File: src/hdl/plic_ram.sv
// plic_ram: generic single-port-write, single-port-read ram with registered read
// no dependencies

module plic_ram #(
  parameter int WIDTH = 32,
  parameter int DEPTH = 64
) (
  input  logic                     clk,
  input  logic                     we,
  input  logic [$clog2(DEPTH)-1:0] waddr,
  input  logic [WIDTH-1:0]         wdata,
  input  logic                     re,
  input  logic [$clog2(DEPTH)-1:0] raddr,
  output logic [WIDTH-1:0]         rdata
);

  logic [WIDTH-1:0] mem [DEPTH];

  always_ff @(posedge clk) begin
    if (we) begin
      mem[waddr] <= wdata;
    end
    if (re) begin
      rdata <= mem[raddr];
    end
  end

endmodule

File: config.mk
export PLATFORM = sky130hd
export DESIGN_NAME = plic_ram
export DESIGN_NICKNAME = d
export VERILOG_FILES = /design/src/hdl/plic_ram.sv
export SDC_FILE = /design/constraint.sdc
export NUM_CORES = 2
export LEC_CHECK = 0
export BUFFER_PORTS_ARGS = -buffer_cell sky130_fd_sc_hd__buf_4
export CORE_AREA = 2 2 366 368
export CTS_BUF_LIST = sky130_fd_sc_hd__clkbuf_16
export CTS_CLUSTER_SIZE = 8
export DETAILED_ROUTE_END_ITERATION = 10
export DIE_AREA = 0 0 368 370
export PLACE_DENSITY_LB_ADDON = 0.3
export SLEW_MARGIN = 10
export SYNTH_ARGS = -nofsm -noshare
export SYNTH_HDL_FRONTEND = slang
export SYNTH_SLANG_ARGS = --single-unit
File: constraint.sdc
create_clock -name clk -period 5.82 [get_ports clk]
set_input_delay 0.873 -clock clk [delete_from_list [all_inputs] [get_ports clk]]
set_output_delay 0.873 -clock clk [all_outputs]
set_load 0.03 [all_outputs]
==> impl_metrics.yaml <==
placed_design:
  dpl.hpwl_mm: 110
  dpl_cell_area_mm2: 0.0822
  placed_cells: 5107
  place_ws_ns: 1.20
  numPortBuffers: 78
  place_congestion: 0.810
routing:
  routed_via_density: 7.14
  drt_iter0_drc: 6542
  postRouteAntennaNets: 0
  wire_per_inst_um: 38.2
  drc: 0
  wl_mm: 208
  dr.pass1.iters: 6
  vias: 38800
worst_setup_path:
  cp_max_fo: 78
  end_kind: "flip-flop"
  required_ns: 6.38
  start_kind: "input port"
  reg2reg_slack_ns: 3.11
  arrival_ns: 4.48
  path_class: "input port to flip-flop"
layout:
  final_core_utilization_pct: 68.2
  fin_cells: 5440
  layout_commonest_cell: "edfxtp_1"
  fill_cells: 7631
  design_area_mm2: 0.0903
  ff_latch_area_mm2: 0.0625
  drive_above_1_share_pct: 31.0
  nNetsFinal: 3698
  final_cell_mix: "edfxtp_1 (2080), mux4_2 (544), clkbuf_16 (319)"
  multiInputGateArea_mm2: 0.0160
  syn_to_final_growth_pct: 14.5
timing:
  worst_slack_ns: 1.90
  worst_clock_skew_ns: 0.0328
  max_slew.worst_pin.slew_ns: 1.18
  finalSetupTns_ns: 0
  rsz0062_at_grt: "false"
  period_share_pct: 67.3
  period_needed_ns: 3.92
  finalSetupViolations: 0
  maxSlewViolCount: 0
  maxSlewHeadroom_pct: 21.0
  hold_viol_final: 0
  timing.fmax_mhz: 255
die:
  coreArea_mm2: 0.132
  die-area_mm2: 0.136
  start_util_pct: 59.5
  ios: 79
  die_h_um: 370
  die_w_um: 368
  rows: 134
pwr:
  p_leak_nw: 28.4
  ir_worst_vdd_mv: 0.285
  power_per_cell_area_mw_per_mm2: 372
global_route:
  grt_pass1_wl_mm: 295
  gr-total-overflow: 0
  grt_pass1_vias: 40500
  grt_max_degree: 89
  grt_util_all_layers_pct: 31.1
  antenna_found_initial: 13
synthesis:
  synthCells: 3324
  syn-num-nets: 3371
  synth_area_leaders: "edfxtp_1 (79%), mux4_2 (16%), mux2i_1 (1.2%)"
  synth_top_area_cell: "edfxtp_1"
  synth-seq-area-share_pct: 79.2
  ys_seq_elements: 2080
  synth_top_area_share_pct: 79.2
  ys_warn_count: 0
  netlist_area_mm2: 0.0788
  avgSynthCellArea_um2: 23.7
  yosys.cell_types.count: 33
clocking:
  path_clk_slew_ns: 0.06
  clock_latency_ns: 0.89
  ctsResizeCount: 0
  clkSinkCount: 2080
  root_buffer: "clkbuf_16"
  clockBufferDepth: 4
  cts_buffers: 310
  cts_tree: "built"
  postCtsSetupBuffers: 0
  htreeDepth: 5
  cts_hold_buf: 0
flow_run:
  maxCapViolations: 0
outcome:
  status: "finished clean"
hold_path:
  min-delay-path-class: "input port to flip-flop"
## cells by family after synthesis
logic type,synth area share [%]
simple gates,1.26
mux,16.7
compound gates,1.67
buf+inv,1.12
flops,79.2
## cells in the mapped netlist
cell type and n:
a21oi_1 62, a22oi_1 12, a311oi_1 8, a31oi_1 1, a41o_1 4, and2_1 2
and3_1 4, buf_1 21, buf_2 57, buf_4 25, buf_6 5, clkbuf_1 74
edfxtp_1 2080, mux2i_1 93, mux4_2 544, nand2_1 26, nand2b_1 8, nand3_1 5
nand3b_1 5, nand4_1 2, nand4b_1 1, nor2_1 137, nor2b_1 15, nor3_1 7
o221ai_1 27, o22ai_1 84, o32ai_1 4, or2_0 1, or2_1 1, or2_2 1
or3_1 3, or3b_1 2, or3b_2 3
## critical path, stage by stage
cell     delay (ns)
buf_8          0.57
buf_4          0.89
mux4_2         0.43
mux4_2         0.50
o22ai_1        0.77
nor2_1         0.27
## layer usage
layer	global-route usage (%)	up-vias	wire [um]
li1	-	14800	-
met1	41.2	20400	70500
met2	50.1	3068	103000
met3	8.27	504	26300
met4	12.1	8	7820
met5	0	-	44
## stage by stage
step                      hold WS [ns]  power [mW]
after global routing             0.429        34.4
after detailed placement         0.859        18.5
after floorplan                  0.750        17.8
after CTS                        0.401        33.7
final                            0.454        33.6
after global placement           0.835        18.4
## final timing paths
| kind | start | to | cells past startpoint |
|---|---|---|---|
| worst min register to register | mem[12][8] | rdata[8] | 4 |
| worst min-delay path | waddr[1] | mem[49][0] | 2 |
| worst max-delay path | raddr[1] | rdata[21] | 6 |
| worst max register to register | mem[15][21] | rdata[21] | 4 |
## report_power, final
group	internal (mW)	total [mW]	leakage [nW]	switching (mW)
logic	0.557	1.54	5.70	0.985
clock network	9.53	15.3	3.97	5.78
registers	16.7	16.7	18.7	0.0615
total	26.7	33.6	28.4	6.83
## flip-flops by register name (all words and copies together) (netlist names)
signal  cells
mem      2048
rdata      32
## area by class of cell
cell class              instances  area share, %
flip-flops and latches       2080           69.2
multi-input cells            1062           17.7
clock buffers                 319           8.84
well taps                    1768           2.45
repair buffers                197           1.77
clock inverters                 8         0.0665
diodes                          6         0.0166
(Power assumes the default switching activity.)
